--- src/rtl/ssmc_pkg.sv ---
// ----------------------------------------------------------------------------
// ssmc_pkg
// Shared widths and record types for the sorted stream merge and combine block.
// ----------------------------------------------------------------------------
package ssmc_pkg;

  localparam int unsigned KeyW   = 64;
  localparam int unsigned ColorW = 64;

  // One input word: the heads of both streams with their present flags.
  typedef struct packed {
    logic [KeyW-1:0]   key_a;
    logic [ColorW-1:0] colors_a;
    logic              has_a;
    logic [KeyW-1:0]   key_b;
    logic [ColorW-1:0] colors_b;
    logic              has_b;
  } in_word_t;

  // Outcome of the head selection, handed to the pending-record stage.
  typedef struct packed {
    logic              any_head;
    logic              take_a;
    logic [KeyW-1:0]   key;
    logic [ColorW-1:0] colors;
  } pick_t;

  // One output word.
  typedef struct packed {
    logic              emit;
    logic [KeyW-1:0]   out_key;
    logic [ColorW-1:0] out_colors_a;
    logic [ColorW-1:0] out_colors_b;
    logic              out_last;
    logic              took_a;
    logic              took_b;
  } out_word_t;

endpackage

--- src/rtl/ssmc_pending.sv ---
// ----------------------------------------------------------------------------
// ssmc_pending
// Holds the pending merged record, combines equal keys and forms the result.
// ----------------------------------------------------------------------------
module ssmc_pending
  import ssmc_pkg::*;
#(
  parameter int unsigned COLOR_BITS = 64
) (
  input  logic      clk_i,
  input  logic      rst_ni,
  input  logic      advance_i,
  input  pick_t     pick_i,
  output out_word_t result_o
);

  logic                  pend_valid_q, pend_valid_d;
  logic [KeyW-1:0]       pend_key_q, pend_key_d;
  logic [COLOR_BITS-1:0] pend_ca_q, pend_ca_d;
  logic [COLOR_BITS-1:0] pend_cb_q, pend_cb_d;
  logic [COLOR_BITS-1:0] pick_colors;
  logic                  hit;

  // Bits above COLOR_BITS are dropped here and come back as zero on output.
  assign pick_colors = pick_i.colors[COLOR_BITS-1:0];
  assign hit         = pend_valid_q && (pend_key_q == pick_i.key);

  always_comb begin
    result_o     = '0;
    pend_valid_d = pend_valid_q;
    pend_key_d   = pend_key_q;
    pend_ca_d    = pend_ca_q;
    pend_cb_d    = pend_cb_q;
    if (!pick_i.any_head) begin
      // Flush: the pending record, if any, closes the merged stream.
      if (pend_valid_q) begin
        result_o.emit         = 1'b1;
        result_o.out_key      = pend_key_q;
        result_o.out_colors_a = ColorW'(pend_ca_q);
        result_o.out_colors_b = ColorW'(pend_cb_q);
        result_o.out_last     = 1'b1;
      end
      pend_valid_d = 1'b0;
      pend_key_d   = '0;
      pend_ca_d    = '0;
      pend_cb_d    = '0;
    end else begin
      result_o.took_a = pick_i.take_a;
      result_o.took_b = ~pick_i.take_a;
      if (hit) begin
        if (pick_i.take_a) begin
          pend_ca_d = pick_colors;
        end else begin
          pend_cb_d = pick_colors;
        end
      end else begin
        if (pend_valid_q) begin
          result_o.emit         = 1'b1;
          result_o.out_key      = pend_key_q;
          result_o.out_colors_a = ColorW'(pend_ca_q);
          result_o.out_colors_b = ColorW'(pend_cb_q);
        end
        pend_valid_d = 1'b1;
        pend_key_d   = pick_i.key;
        pend_ca_d    = pick_i.take_a ? pick_colors : '0;
        pend_cb_d    = pick_i.take_a ? '0 : pick_colors;
      end
    end
  end

  always_ff @(posedge clk_i or negedge rst_ni) begin
    if (!rst_ni) begin
      pend_valid_q <= 1'b0;
      pend_key_q   <= '0;
      pend_ca_q    <= '0;
      pend_cb_q    <= '0;
    end else if (advance_i) begin
      pend_valid_q <= pend_valid_d;
      pend_key_q   <= pend_key_d;
      pend_ca_q    <= pend_ca_d;
      pend_cb_q    <= pend_cb_d;
    end
  end

endmodule

--- config.mk ---
export PLATFORM = sky130hd
export DESIGN_NAME = ssmc_pending
export DESIGN_NICKNAME = d
export VERILOG_FILES = /design/src/rtl/ssmc_pkg.sv /design/src/rtl/ssmc_pending.sv
export SDC_FILE = /design/constraint.sdc
export NUM_CORES = 1
export LEC_CHECK = 0
export CAP_MARGIN = 10
export CORE_MARGIN = 2
export CORE_UTILIZATION = 48
export DETAILED_ROUTE_END_ITERATION = 10
export DONT_BUFFER_PORTS = 1
export PLACE_DENSITY = 0.62
export SETUP_SLACK_MARGIN = 0.05
export SLEW_MARGIN = 30
export SYNTH_ARGS = -nofsm -noshare
export SYNTH_HDL_FRONTEND = slang
export SYNTH_SLANG_ARGS = --single-unit
--- constraint.sdc ---
create_clock -name clk_i -period 2.8 [get_ports clk_i]
set_input_delay 0.42 -clock clk_i [delete_from_list [all_inputs] [get_ports clk_i]]
set_output_delay 0.42 -clock clk_i [all_outputs]
set_load 0.01 [all_outputs]
# == Yosys cells after proc, flatten, opt, wreduce, memory -nomap -nowiden ==
# Index checks and enable logic that the tools add are counted.
# W data, S select, Z words.
# totals
register_bits,193
latch_bits,0
ramBits,0
mem_bits_ro,0
output_inout_bits,196
word_cells,31
mem_count,0
# op_classes
addsub,0
multipliers,0
div_mod_pow,0
order_cmp,0
eq_ne,4
n_shift,0
mux,18
bitwise_logic,1
n_reduce_logical,4
# op_table
cell,n
$mux W64,10
$mux W193,3
$mux W194,1
$eq A64 B64 Y1,1
$ne A3 B3 Y1 const B,2
$reduce_and A2 Y1,3
$mux W1,3
$mux W2,1
$ne A2 B2 Y1 const B,1
$logic_and A1 B1 Y1,1
$not A1 Y1,1

# == Longest topological paths before layout ==
# depth
ltp_word,4
mapped_depth,8

# == Least setup slack after synthesis ==
# Ideal clock, no wire load.
# synth_path
path_kind,input -> output
start,input port pick_i[122] (netlist name)
end,output port result_o[100] (netlist name)
t_arrival_ns,2.015
path_slack_ns,0.365
stages,8
cell_sequence,xnor2_1 nand4_1 nor4_2 nand4_4 o21a_1 clkbuf_1 clkbuf_1 and2_1
# synth_lines
element,line,source
"start, declared",ssmc_pending.sv:13,"input pick_t pick_i,"
"end, declared",ssmc_pending.sv:14,output out_word_t result_o

==> key figures <==
Clocking
  • CTS Buf Count: 17
  • Clock-pin transition on the worst setup and hold timing paths: 0.07 ns
  • Clk_lat worst skew: 0.43 ns
  • CTS tree: yes
  • H-Tree Depth: 4
  • CTS max path bufs: 2
  • Clock root cell: clkbuf_16
  • # clock sinks: 193

Synth
  • Area fraction of the dominant cell type after synthesis: 0.5448
  • Gate Count Post-Synth: 738
  • Syn Nets: 871
  • Yosys cell types: 20
  • Yosys Warn Count: 0
  • Commonest cells in the netlist: and2_1 (193), dfrtp_1 (193), a22o_1 (192)
  • Top_reg_cell synth: dfrtp_1
  • Post-synth top area cell: dfrtp_1
  • Seq/Total Area, Yosys: 0.5448
  • #FFs+latches synth: 193
  • Post-synth EDFFs: 0
  • Syn avg cell area: 12.01 µm²
  • Synth async-reset ratio: 1.000
  • Syn Std Cell Area: 0.008865 mm²
  • Main area contributors after synthesis: dfrtp_1 (54%), a22o_1 (19%), and2_1 (14%)

Pwr
  • Logic pwr share: 0.125
  • Total power: 6.194 mW
  • Psw: 1.647 mW
  • Pwr/cell area: 614.6 mW/mm²
  • Net Sw Frac: 0.2659
  • Internal Pwr Total: 4.547 mW
  • Maximum vdd drop: 0.4181 mV
  • Part of the power in the clock network: 0.375
  • Seq pwr share: 0.500
  • P_leak: 4.651 nW

GRT
  • Vias in the first global route: 6,030
  • Largest net degree at the start of global routing: 194
  • Initial antenna violation count: 0
  • Overall Global Routing Usage: 0.2380
  • Global-route wire length before repair: 36,420 µm
  • Grt ovf: 0

Drt
  • DR DRC count: 0
  • Pre-antenna DRT Iters: 4
  • Post-DRT Antenna Nets: 0
  • Met2 WL: 11,760 µm
  • Wire per inst: 24.94 µm
  • Initial DRC count: 428
  • Vias per cell: 6.211
  • Vias post-DR: 5,969
  • Final wirelength: 23,970 µm
  • Max Used Layer: met4
  • Wire length on met3: 2116 µm
  • Wire length on met1: 9543 µm

Worst setup path
  • Worst EP required: 2.38 ns
  • Crit start category: flop
  • CP max FO: 7
  • Worst path cell trace: xnor2_1 > nand4_1 > nor4_4 > nand4_4 > o21a_4 > buf_4 > clkbuf_16 > and2_4
  • Crit Path Class: reg -> out
  • Worst flop-to-flop path startpoint: pend_key_q[15]
  • CP delay by family, top: simple AND/OR/NAND/NOR gates
  • R2R Setup Slk: 0.29 ns
  • Slowest cell delay on critical path: 0.41 ns
  • Reg2reg path depth: 9
  • Crit path buffers/inverters: 2
  • Critical path arrival: 2.51 ns
  • Worst flop-to-flop path endpoint: pend_ca_q[22]
  • Worst Setup End Kind: primary output
  • Slowest CP cell: dfrtp_1

Die
  • IO Count: 329
  • DIE AREA: 0.01957 mm²
  • Initial Utilization: 0.4918
  • Core area: 0.01802 mm²
  • # rows: 49
  • Die span in y: 139.9 µm
  • Die Wd: 139.9 µm

STA
  • Final period util: 1.047
  • Max-Slew Margin vs Limit: 0.5030
  • Worst setup margin: -0.1308 ns
  • Worst hold margin: -0.3256 ns
  • Skew final: 0.01184 ns
  • Finish-stage setup viols: 192
  • Slew @ Worst Pin: 0.7455 ns
  • Max-slew violation total from the final report: 0
  • RSZ-0062 raised after global routing: yes
  • Min cycle time layout: 2.931 ns
  • Maximum clock frequency: 341.2 MHz
  • Fin. Hold Viols: 193
  • Total negative slack: -14.70 ns

Flow run
  • Max-Cap Viols: 0

Final layout
  • Flip-flop and latch area: 0.004831 mm²
  • Fillcell total: 1,501
  • Area growth syn-to-layout: 13.68%
  • Nets: 853
  • Diodes inserted: 0
  • Multi-input logic area: 0.004061 mm²
  • Share of layout cells above drive strength 1: 0.2172
  • Non-filler cells, final: 961

Placement
  • Hpwl dp: 15,740 µm
  • Port bufs: 0
  • Placer Congestion: 0.8529
  • Placed instance count: 917

Run status
  • Violated checks: negative hold slack, negative setup slack
  • Run status: complete, but fails checks

Hold path
  • Worst hold path type: in -> async
==> how the worst max path moves through the flow <==
| stage | startpoint | to | cells after the start | slack [ns] |
|---|---|---|---|---|
| finish | pend_key_q[15] | result_o[135] | 8 | -0.13 |
| detailed placement | pick_i[119] | result_o[132] | 7 | 0.01 |
| floorplan | pick_i[122] | result_o[100] | 8 | 0.37 |
| global placement | pick_i[119] | result_o[174] | 7 | 0.07 |
| CTS | pend_key_q[55] | result_o[165] | 7 | -0.15 |
| global route | pend_key_q[43] | result_o[37] | 8 | -0.24 |
==> power by group through the flow <==
stage	registers [mW]	clock network [mW]	logic, mW
after floorplan	3.10	0	0.542
after global placement	3.14	0	0.656
after detailed placement	3.14	0	0.671
after CTS	3.09	2.37	0.702
after global routing	3.12	2.50	0.831
final	3.10	2.32	0.772
==> area by class of cell <==
| type | count | share of cell area |
|---|---|---|
| Clock buffer | 19 | 0.04495 |
| Clock inverter | 12 | 0.01031 |
| Timing Repair Buffer | 24 | 0.03278 |
| Sequential cell | 193 | 0.4794 |
| Tap cell | 229 | 0.02843 |
| Multi-Input combinational cell | 481 | 0.4030 |
| Inverter | 3 | 0.001117 |
==> cell usage in the layout (no fill, tap or decap), types with 2 or more instances in the layout <==
cell type / netlist / routed
inv_1: 2 / 2
clkinvlp_4: 0 / 7
buf_4: 0 / 12
clkbuf_8: 0 / 2
dfrtp_1: 193 / 192
buf_12: 0 / 7
xnor2_1: 64 / 51
and2_1: 193 / 115
nor4_4: 0 / 3
nand4_1: 16 / 16
o31ai_4: 2 / 2
inv_8: 0 / 3
clkbuf_16: 0 / 19
nor2_1: 2 / 2
buf_6: 6 / 2
a22o_1: 192 / 192
and2_4: 0 / 77
nand2_1: 2 / 2
xnor2_2: 0 / 13
==> routing by layer <==
layer  GRT usage  up-vias
met5           0        -
met4     0.08263        0
met3     0.07316       34
met2      0.3866      281
met1      0.3044     3062
li1            -     2592
==> flip-flops by register name, summed over array words and instances, names as in the netlist <==
| signal | flops |
|---|---|
| pend_key_q | 64 |
| pend_cb_q | 64 |
| pend_ca_q | 64 |
| pend_valid_q | 1 |
==> stage by stage <==
step	utilization	worst slack, ns	area [µm²]
final	0.5591	-0.1308	10080
after detailed placement	0.5017	0.01353	9042
after global placement	0.5017	0.06827	9042
after floorplan	-	0.3653	8865
after global routing	0.5591	-0.2436	10080
after CTS	0.5403	-0.1466	9738
==> worst reg2reg max path: stages (launching register included) <==
cell and delay (ns):
dfrtp_1 0.41, xnor2_1 0.18, nand4_1 0.24, nor4_4 0.33, nand4_4 0.14, buf_4 0.16, buf_4 0.16, o41ai_4 0.26
buf_12 0.32, a22o_1 0.25
==> timing repair <==
item / CTS / global route
setup buffers: 2 / 7
gates cloned: 0 / 4
hold endpoints to repair: 193 / 193
setup endpoints to repair: 193 / 193
gates resized for setup: 32 / 66
pin swaps: 10 / 22
==> cells by family after synthesis <==
family / synth area share
xor+xnor: 0.06323
simple gates: 0.1579
buf+inv: 0.03387
flops: 0.5448
compound gates: 0.2001
No activity file was read; power rests on OpenSTA's default activity.
