`config.mk`:
```
export PLATFORM = sky130hd
export DESIGN_NAME = ssmc_select
export DESIGN_NICKNAME = d
export VERILOG_FILES = /design/src/rtl/ssmc_pkg.sv /design/src/rtl/ssmc_select.sv
export SDC_FILE = /design/constraint.sdc
export NUM_CORES = 1
export LEC_CHECK = 0
export ABC_CLOCK_PERIOD_IN_PS = 3900
export BUFFER_PORTS_ARGS = -buffer_cell sky130_fd_sc_hd__buf_4
export CELL_PAD_IN_SITES_DETAIL_PLACEMENT = 0
export CELL_PAD_IN_SITES_GLOBAL_PLACEMENT = 1
export CORE_ASPECT_RATIO = 0.75
export CORE_MARGIN = 2
export CORE_UTILIZATION = 31
export DETAILED_ROUTE_END_ITERATION = 7
export GPL_TIMING_DRIVEN = 0
export PLACE_DENSITY = 0.82
export SYNTH_ARGS = -nofsm -noshare
export SYNTH_HDL_FRONTEND = slang
export SYNTH_SLANG_ARGS = --single-unit
```
`constraint.sdc`:
```
create_clock -name vclk -period 3.9
set_input_delay 0.585 -clock vclk [all_inputs]
set_output_delay 0.585 -clock vclk [all_outputs]
set_load 0.005 [all_outputs]
```
`src/rtl/ssmc_pkg.sv`:
```
// ----------------------------------------------------------------------------
// ssmc_pkg
// Shared widths and record types for the sorted stream merge and combine block.
// ----------------------------------------------------------------------------
package ssmc_pkg;

  localparam int unsigned KeyW   = 64;
  localparam int unsigned ColorW = 64;

  // One input word: the heads of both streams with their present flags.
  typedef struct packed {
    logic [KeyW-1:0]   key_a;
    logic [ColorW-1:0] colors_a;
    logic              has_a;
    logic [KeyW-1:0]   key_b;
    logic [ColorW-1:0] colors_b;
    logic              has_b;
  } in_word_t;

  // Outcome of the head selection, handed to the pending-record stage.
  typedef struct packed {
    logic              any_head;
    logic              take_a;
    logic [KeyW-1:0]   key;
    logic [ColorW-1:0] colors;
  } pick_t;

  // One output word.
  typedef struct packed {
    logic              emit;
    logic [KeyW-1:0]   out_key;
    logic [ColorW-1:0] out_colors_a;
    logic [ColorW-1:0] out_colors_b;
    logic              out_last;
    logic              took_a;
    logic              took_b;
  } out_word_t;

endpackage

```
`src/rtl/ssmc_select.sv`:
```
// ----------------------------------------------------------------------------
// ssmc_select
// Picks the head to consume: the smaller key, B on a tie, or the only one present.
// ----------------------------------------------------------------------------
module ssmc_select
  import ssmc_pkg::*;
(
  input  in_word_t word_i,
  output pick_t    pick_o
);

  logic take_a;

  always_comb begin
    if (word_i.has_a && word_i.has_b) begin
      take_a = word_i.key_a < word_i.key_b;
    end else begin
      take_a = word_i.has_a;
    end
  end

  assign pick_o.any_head = word_i.has_a | word_i.has_b;
  assign pick_o.take_a   = take_a;
  assign pick_o.key      = take_a ? word_i.key_a : word_i.key_b;
  assign pick_o.colors   = take_a ? word_i.colors_a : word_i.colors_b;

endmodule

```
# Word level (Yosys, flattened, before mapping)
# Cells that the tools add are included.
# totals
n_memories	0
ff_bits	0
latchBits	0
rom_bits	0
ram_bits	0
# classes
bitwise_logic	1
mux	3
n_reduce_logical	1
n_div	0
shift	0
multipliers	0
addsub	0
n_lt_le_gt_ge	1
eq_ne	0
# op_table
operator	count
64-bit two-way mux	2
64-bit < comparator	1
1-bit logical AND	1
1-bit two-way mux	1
1-bit bitwise OR	1

# Longest topological paths before layout
# Gate-level depths: netlist (run 1).
# depth
ltp_word	3
ltp_mapped	13
mapped_depth_nobuf	9

# Least setup slack after synthesis (run 1)
# OpenSTA, ideal clock, no wires.
# synth_timing
path_type	input -> output
start	in word_i[110] (netlist bit)
end	out pick_o[59] (netlist bit)
n_path_buf	3
arrival_ns	2.690
stages	12
slack_ns	0.625
cell_sequence	inv_1 > ha_1 > a21o_1 > a211o_1 > a41oi_1 > o211ai_2 > nand2_1 > clkbuf_1 > clkbuf_1 > buf_2 > a41oi_1 > o211ai_1
# synth_rtl
element	line	rtl
start: declaration	ssmc_select.sv:8	input in_word_t word_i,
end: declaration	ssmc_select.sv:9	output pick_t pick_o

==> results.yml, run 1 <==
status:
  status: "complete, no violations"
place:
  place_inst: 1973
  numPortBuffers: 388
  dp_hpwl_um: 31130
  gp_congestion: 0.9332
  dpl_cell_area_mm2: 0.01078
global_route:
  overflow: 0
  grt_pass1_vias: 11120
  grt_pass1_wl_um: 61970
  grt_use_total_pct: 29.52
  grt_start_max_net_pins: 11
  antenna_found_initial: 0
final_layout:
  nNetsFinal: 1995
  final_cells: 1978
  final.fill_count: 2474
  area_growth_pct: 49.57
  multi_input_area_mm2: 0.006716
  layout-drive-gt1-share_pct: 31.94
  design.seq.count: 0
  n_antenna_cell: 0
  fin_area_mm2: 0.01120
  regArea_um2: 0
  nClkBuffers: 0
drt:
  top_layer: "met4"
  finalWirelength_um: 40310
  dr.pass1.iters: 5
  wl_per_cell_um: 20.38
  vias: 12120
  drt_iter0_drc: 1072
  drc: 0
  antenna_left: 0
  via_per_inst: 6.125
  wl_met3_um: 3351
  m1WireLength_um: 18380
  wl_met2_um: 17460
synth:
  synth_cell_types: 36
  syn_nets: 1600
  yosysWarningCount: 0
  syn_inst: 1279
  avgSynthCellArea_um2: 5.855
  netlist_area_mm2: 0.007488
  seq_area_frac_synth_pct: 0
floorplanning:
  dieHeight_um: 138.6
  boundaryPins: 388
  coreArea_mm2: 0.02385
  start_util_pct: 31.40
  die-area_mm2: 0.02543
  core.rowCount: 49
  die_width_um: 183.5
power:
  internal_power_uw: 786.0
  power_frac_comb_pct: 100.0
  switching_share_pct: 51.75
  peakVddDrop_mv: 0.05842
  netSwitchingPower_uw: 842.9
  pwr-share-clk_pct: 0
  power.density_mw_per_mm2: 145.4
  seq_power_share_pct: 0
  p_leak_nw: 5.085
sta:
  setup_viol: 0
  maxSlewViolCount: 0
  worst_pin_slew_ns: 0.6400
  finalSetupTns_ns: 0
  hold_violations: 0
  slew_headroom_pct: 57.33
  rsz0062_at_grt: "true"
  fmax_mhz: 261.0
  period_needed_ns: 3.832
  finalCritPeriodShare_pct: 98.25
cts:
  postCtsHoldBufs: 0
critical_path:
  cp_max_fo: 10
  criticalPathCategory: "input port to output pin"
  cp-start-kind: "input port"
  critPathCaptureType: "output pin"
  crit_arrival_ns: 3.25
  worstPathRequired_ns: 3.31
hold_path:
  hold_path_class: "input port to output pin"
job:
  cap_violations: 0
==> synthesized netlist by cell type (all sizes together) (2+ instances only) <==
cell | count | area share [%]
nand2 | 268 | 13
a21oi | 154 | 10
clkbuf | 110 | 5.5
nand3 | 69 | 4.6
a41oi | 66 | 7.7
inv | 66 | 3.3
o211ai | 66 | 6.7
a211oi | 65 | 6.5
nor2 | 65 | 3.3
and4 | 63 | 7.4
ha | 63 | 11
o221ai | 63 | 7.4
or3 | 63 | 5.3
buf | 45 | 3.2
nand4 | 11 | 0.92
a21o | 9 | 0.90
o21ai | 9 | 0.60
nand2b | 3 | 0.25
nor3 | 3 | 0.20
a2111oi | 2 | 0.23
a211o | 2 | 0.23
a21boi | 2 | 0.20
a221oi | 2 | 0.23
and2 | 2 | 0.17
nor4 | 2 | 0.25
o21a | 2 | 0.20
==> placed cells by master (no fill, tap or decap), types with 61 or more instances in the layout <==
| master | netlist | routed |
|---|---|---|
| buf_4 | 5 | 407 |
| nand2_1 | 268 | 267 |
| a21oi_1 | 154 | 152 |
| nand3_1 | 69 | 69 |
| inv_1 | 66 | 66 |
| nor2_1 | 65 | 65 |
| a211oi_1 | 65 | 65 |
| o211ai_1 | 65 | 65 |
| o221ai_1 | 63 | 63 |
| and4_1 | 63 | 63 |
| ha_1 | 63 | 63 |
| or3_1 | 63 | 61 |
==> stage by stage <==
step	power (mW)	util (%)	hold slack [ns]	setup WS [ns]
6_report	1.629	46.97	1.443	0.06808
5_1_grt	1.762	46.97	1.450	-0.02329
4_1_cts	1.565	45.88	1.446	0.0008384
3_5_place_dp	1.532	45.22	1.445	-0.6794
3_3_place_gp	1.527	45.22	1.448	-0.6731
2_1_floorplan	0.7190	-	1.255	0.6251
==> power by group through the flow <==
stage               combinational (mW)  sequential, mW  clock [mW]
finish                            1.63               0           0
global route                      1.76               0           0
CTS                               1.57               0           0
detailed placement                1.53               0           0
global placement                  1.53               0           0
floorplan                        0.719               0           0
==> cell type report <==
cell class | instances | share of cell area (%)
multi-input combinational | 1058 | 59.96
timing repair buffer | 395 | 26.47
inverter | 66 | 2.212
tap | 306 | 3.418
buffer | 153 | 7.931
==> path summary, 6_finish.rpt <==
| kind | startpoint | end | slack (ns) | cells past startpoint |
|---|---|---|---|---|
| worst max-delay path | word_i[127] | pick_o[104] | 0.07 | 12 |
| worst min-delay path | word_i[0] | pick_o[129] | 1.44 | 3 |
==> cells by family after synthesis <==
| family | synth area share, % |
|---|---|
| AND/OR/NAND/NOR | 35.92 |
| AO/OA/AOI/OAI | 41.49 |
| buffers and inverters | 12.06 |
| adder cells (fa/ha/maj) | 10.53 |
==> critical path, cell delays in order <==
cell	delay, ns
buf_4	0.10
inv_1	0.04
ha_1	0.30
nand4_1	0.21
nor4_4	0.44
nand2_1	0.11
clkbuf_2	0.34
clkbuf_1	0.35
nand2_1	0.15
o221ai_1	0.14
or3_1	0.34
buf_4	0.15
==> per-layer routing <==
metal  GRT usage, %  vias to the layer above
li1               -                     5668
met1          44.30                     5638
met2          45.62                      732
met3          2.547                       78
met4          6.105                        0
met5              0                        -
==> what timing repair did <==
action | CTS | global route
buffers inserted | 4 | 3
pin swaps | 5 | 10
endpoints found under the setup margin | 129 | 128
resized for setup | 71 | 146
Power figures use the tool's default switching activity.
==> run 2, diff against run 1 <==
--- a/config.mk
+++ b/config.mk
@@ -10,7 +10,7 @@
 export CELL_PAD_IN_SITES_DETAIL_PLACEMENT = 0
 export CELL_PAD_IN_SITES_GLOBAL_PLACEMENT = 1
 export CORE_ASPECT_RATIO = 0.75
-export CORE_MARGIN = 2
+export CORE_MARGIN = 1.5
 export CORE_UTILIZATION = 31
 export DETAILED_ROUTE_END_ITERATION = 7
 export GPL_TIMING_DRIVEN = 0
==> results.yml, run 2 (same netlist as run 1, synthesis figures left out) <==
critical_path:
  cp-start-kind: "input port"
  cp_max_fo: 10
  crit_arrival_ns: 3.26
  critPathCaptureType: "output pin"
  criticalPathCategory: "input port to output pin"
  worstPathRequired_ns: 3.31
drt:
  wl_per_cell_um: 20.57
  antenna_left: 0
  via_per_inst: 6.087
  finalWirelength_um: 40740
  dr.pass1.iters: 7
  drt_iter0_drc: 1065
  drc: 0
  vias: 12060
floorplanning:
  dieHeight_um: 137.6
  coreArea_mm2: 0.02385
  core.rowCount: 49
  boundaryPins: 388
  die_width_um: 182.5
  die-area_mm2: 0.02511
  start_util_pct: 31.40
hold_path:
  hold_path_class: "input port to output pin"
  hold_path_depth: 4
  worstHoldStart: "word_i[33]"
  hold_path_end: "pick_o[32]"
final_layout:
  layout-drive-gt1-share_pct: 33.31
  final_cells: 1981
  layout_commonest_cell: "buf_4"
  multi_input_area_mm2: 0.006840
  design.seq.count: 0
  final.fill_count: 2541
  layout_common_cells: "buf_4 (416), nand2_1 (267), a21oi_1 (153)"
  area_growth_pct: 52.46
  nNetsFinal: 1998
  regArea_um2: 0
  n_antenna_cell: 0
  fin_area_mm2: 0.01142
  nClkBuffers: 0
sta:
  setup_viol: 0
  hold_violations: 0
  period_needed_ns: 3.845
  worst_pin_slew_ns: 0.6593
  maxSlewViolCount: 0
  fmax_mhz: 260.1
  finalSetupTns_ns: 0
  finalCritPeriodShare_pct: 98.59
  rsz0062_at_grt: "true"
  slew_headroom_pct: 56.04
power:
  power.density_mw_per_mm2: 146.6
  p_total_mw: 1.674
  p_leak_nw: 5.148
  peakVddDrop_mv: 0.05801
place:
  place_inst: 1973
  numPortBuffers: 388
  gp_congestion: 0.9207
  dp_hpwl_um: 31150
  dpl_cell_area_mm2: 0.01078
global_route:
  antenna_found_initial: 0
  grt_use_total_pct: 29.86
  grt_pass1_wl_um: 60710
  grt_pass1_vias: 10630
  grt_start_max_net_pins: 11
  overflow: 0
job:
  cap_violations: 0
cts:
  postCtsHoldBufs: 0
status:
  status: "complete, no violations"
-- run 2: worst max path at each step --
stage,depth (start not counted),from,endpoint,slack [ns]
floorplan,12,word_i[110],pick_o[59],0.63
global placement,14,word_i[110],pick_o[28],-0.53
detailed placement,14,word_i[110],pick_o[28],-0.56
CTS,14,word_i[122],pick_o[23],0.001
global route,14,word_i[66],pick_o[122],-0.07
finish,14,word_i[80],pick_o[53],0.06
-- run 2: area by class of cell --
cell class	instances	share of cell area (%)
buffer	153	8.395
inverter	66	2.170
multi-input combinational	1058	59.91
tap	306	3.353
timing repair buffer	398	26.17
-- run 2: metrics by stage --
step           util (%)  hold WS, ns  worst slack, ns
2_1_floorplan         -        1.255           0.6251
3_3_place_gp      45.22        1.484          -0.5319
3_5_place_dp      45.22        1.478          -0.5581
4_1_cts           45.93        1.478         0.001484
5_1_grt           47.87        1.507         -0.07245
6_report          47.87        1.490          0.05510
-- run 2: repair_timing --
| action | CTS | global route |
|---|---|---|
| pin swaps | 4 | 15 |
| hold endpoints to repair | 0 | 0 |
| endpoints found under the setup margin | 129 | 125 |
| resized for setup | 76 | 194 |
| setup buffers | 4 | 6 |
-- run 2: critical path, stage by stage --
cell and delay, ns:
buf_4 0.10, inv_1 0.04, ha_1 0.31, nand4_1 0.22, nor4_4 0.37, o31ai_2 0.13
buf_4 0.14, a21o_1 0.20, buf_6 0.16, clkbuf_4 0.21, buf_4 0.20, a41oi_1 0.22
o211ai_1 0.18, buf_4 0.18
-- run 2: where the power goes --
| part | switching, mW | total (mW) | leakage (nW) | internal [mW] |
|---|---|---|---|---|
| combinational | 0.860 | 1.67 | 5.15 | 0.813 |
| clock | 0 | 0 | 0 | 0 |
| sequential | 0 | 0 | 0 | 0 |
-- run 2: per-layer routing --
| layer | vias up | global-route usage [%] | part of all wire [%] |
|---|---|---|---|
| li1 | 5665 | - | - |
| met1 | 5692 | 45.22 | 46 |
| met2 | 638 | 44.08 | 43 |
| met3 | 64 | 4.097 | 8.2 |
| met4 | 0 | 6.061 | 2.6 |
| met5 | - | 0 | 0 |
==> run 3, diff against run 2 <==
--- a/config.mk
+++ b/config.mk
@@ -14,6 +14,7 @@
 export CORE_UTILIZATION = 31
 export DETAILED_ROUTE_END_ITERATION = 7
 export GPL_TIMING_DRIVEN = 0
+export MAX_ROUTING_LAYER = met4
 export PLACE_DENSITY = 0.82
 export SYNTH_ARGS = -nofsm -noshare
 export SYNTH_HDL_FRONTEND = slang
==> constraint.sdc (replaced) <==
create_clock -name vclk -period 3.9
set_input_delay 0.585 -clock vclk [all_inputs]
set_output_delay 0.585 -clock vclk [all_outputs]
set_load 0.02 [all_outputs]
==> results.yml, run 3 (same netlist as run 1, synthesis figures left out) <==
drt:
  antenna_left: 0
  finalWirelength_um: 41240
  drt_iter0_drc: 1250
  wl_met2_um: 17870
  drc: 0
  top_layer: "met4"
  m1WireLength_um: 18770
  dr.pass1.iters: 7
  wl_met3_um: 3363
  via_per_inst: 6.143
  wl_per_cell_um: 20.75
  vias: 12210
floorplanning:
  die_width_um: 182.5
  dieHeight_um: 137.6
  coreArea_mm2: 0.02385
  die-area_mm2: 0.02511
  boundaryPins: 388
  core.rowCount: 49
  start_util_pct: 31.40
hold_path:
  hold_path_class: "input port to output pin"
  hold_path_depth: 3
global_route:
  grt_pass1_wl_um: 60810
  grt_pass1_vias: 10960
  antenna_found_initial: 0
  grt_start_max_net_pins: 11
  grt_use_total_pct: 30.65
  overflow: 0
critical_path:
  criticalPathCategory: "input port to output pin"
  cp_max_fo: 5
  cp-start-kind: "input port"
  cp_top_family: "simple AND/OR/NAND/NOR gates"
  critPathMostFrequentCell: "clkbuf_16"
  worstPathRequired_ns: 3.31
  worstPathCellList: "buf_4 -> ha_4 -> nand4_1 -> nor4_4 -> o21ai_2 -> o211ai_2 -> and2_4 -> clkbuf_16 -> clkbuf_16 -> o221ai_4 -> or3_4 -> buf_6"
  crit_cells: 12
  startpoint: "word_i[255]"
  cpPeakStageDelay_ns: 0.43
  critPathCaptureType: "output pin"
  path_buf_inv: 4
  slowest_stage: "nor4_4"
  critPathCapture: "pick_o[115]"
  crit_arrival_ns: 3.27
final_layout:
  nNetsFinal: 2004
  layout_common_cells: "buf_4 (383), nand2_1 (267), a21oi_1 (153)"
  nClkBuffers: 0
  multi_input_area_mm2: 0.006972
  layout_commonest_cell: "buf_4"
  area_growth_pct: 58.40
  regArea_um2: 0
  n_antenna_cell: 0
  final.fill_count: 2481
  design.seq.count: 0
  layout-drive-gt1-share_pct: 34.44
  final_cells: 1987
power:
  p_leak_nw: 5.273
  peakVddDrop_mv: 0.07289
  power.density_mw_per_mm2: 170.6
sta:
  setup_slack_ns: 0.04964
  worst_pin_slew_ns: 0.6571
  period_needed_ns: 3.850
  rsz0062_at_grt: "true"
  hold_violations: 0
  setup_viol: 0
  maxSlewViolCount: 0
  finalCritPeriodShare_pct: 98.73
  fmax_mhz: 259.7
  slew_headroom_pct: 56.19
cts:
  postCtsHoldBufs: 0
place:
  numPortBuffers: 388
  dp_hpwl_um: 31180
  gp_congestion: 0.9246
  dp_slack_ns: -0.6335
  place_inst: 1973
job:
  cap_violations: 0
status:
  status: "complete, no violations"
run 3: cell count changes in the layout (fill, tap and decap cells not counted), sizes merged:
cell	change
buf	+1
clkbuf	+5
run 3: what timing repair did:
item	CTS	global route
cloned	0	7
buffers inserted	1	8
pin swaps	3	27
resized for setup	84	226
endpoints found under the setup margin	129	129
run 3: area by class of cell:
cell class	count	share of cell area, %
plain buffers	154	8.196
repair buffers	403	27.69
well taps	306	3.228
multi-input cells	1058	58.78
inverters	66	2.110
run 3: layer usage:
metal / global-route usage, % / up-vias
met1: 44.00 / 5755
met2: 44.66 / 669
met3: 3.859 / 90
met5: - / -
met4: 8.081 / 0
li1: - / 5693
run 3: worst min-delay path by stage:
stage / from / endpoint / slack (ns)
final: word_i[0] / pick_o[129] / 1.51
after global routing: word_i[0] / pick_o[129] / 1.53
after CTS: word_i[0] / pick_o[129] / 1.51
after detailed placement: word_i[0] / pick_o[129] / 1.51
after global placement: word_i[0] / pick_o[129] / 1.51
after floorplan: word_i[129] / pick_o[129] / 1.31
run 3: report_power, final:
group / leakage [nW] / internal [mW] / switching (mW)
registers: 0 / 0 / 0
clock network: 0 / 0 / 0
logic: 5.27 / 0.909 / 1.11
run 3: stage by stage:
step	TNS, ns	cell area (µm²)	power [mW]	hold slack [ns]	utilization [%]
4_1_cts	-0.009519	10950	1.809	1.512	45.90
6_report	0	11860	2.023	1.511	49.74
2_1_floorplan	0	7488	0.9488	1.310	-
5_1_grt	-0.2642	11860	2.157	1.526	49.74
3_3_place_gp	-56.57	10780	1.767	1.514	45.22
3_5_place_dp	-60.25	10780	1.772	1.512	45.22
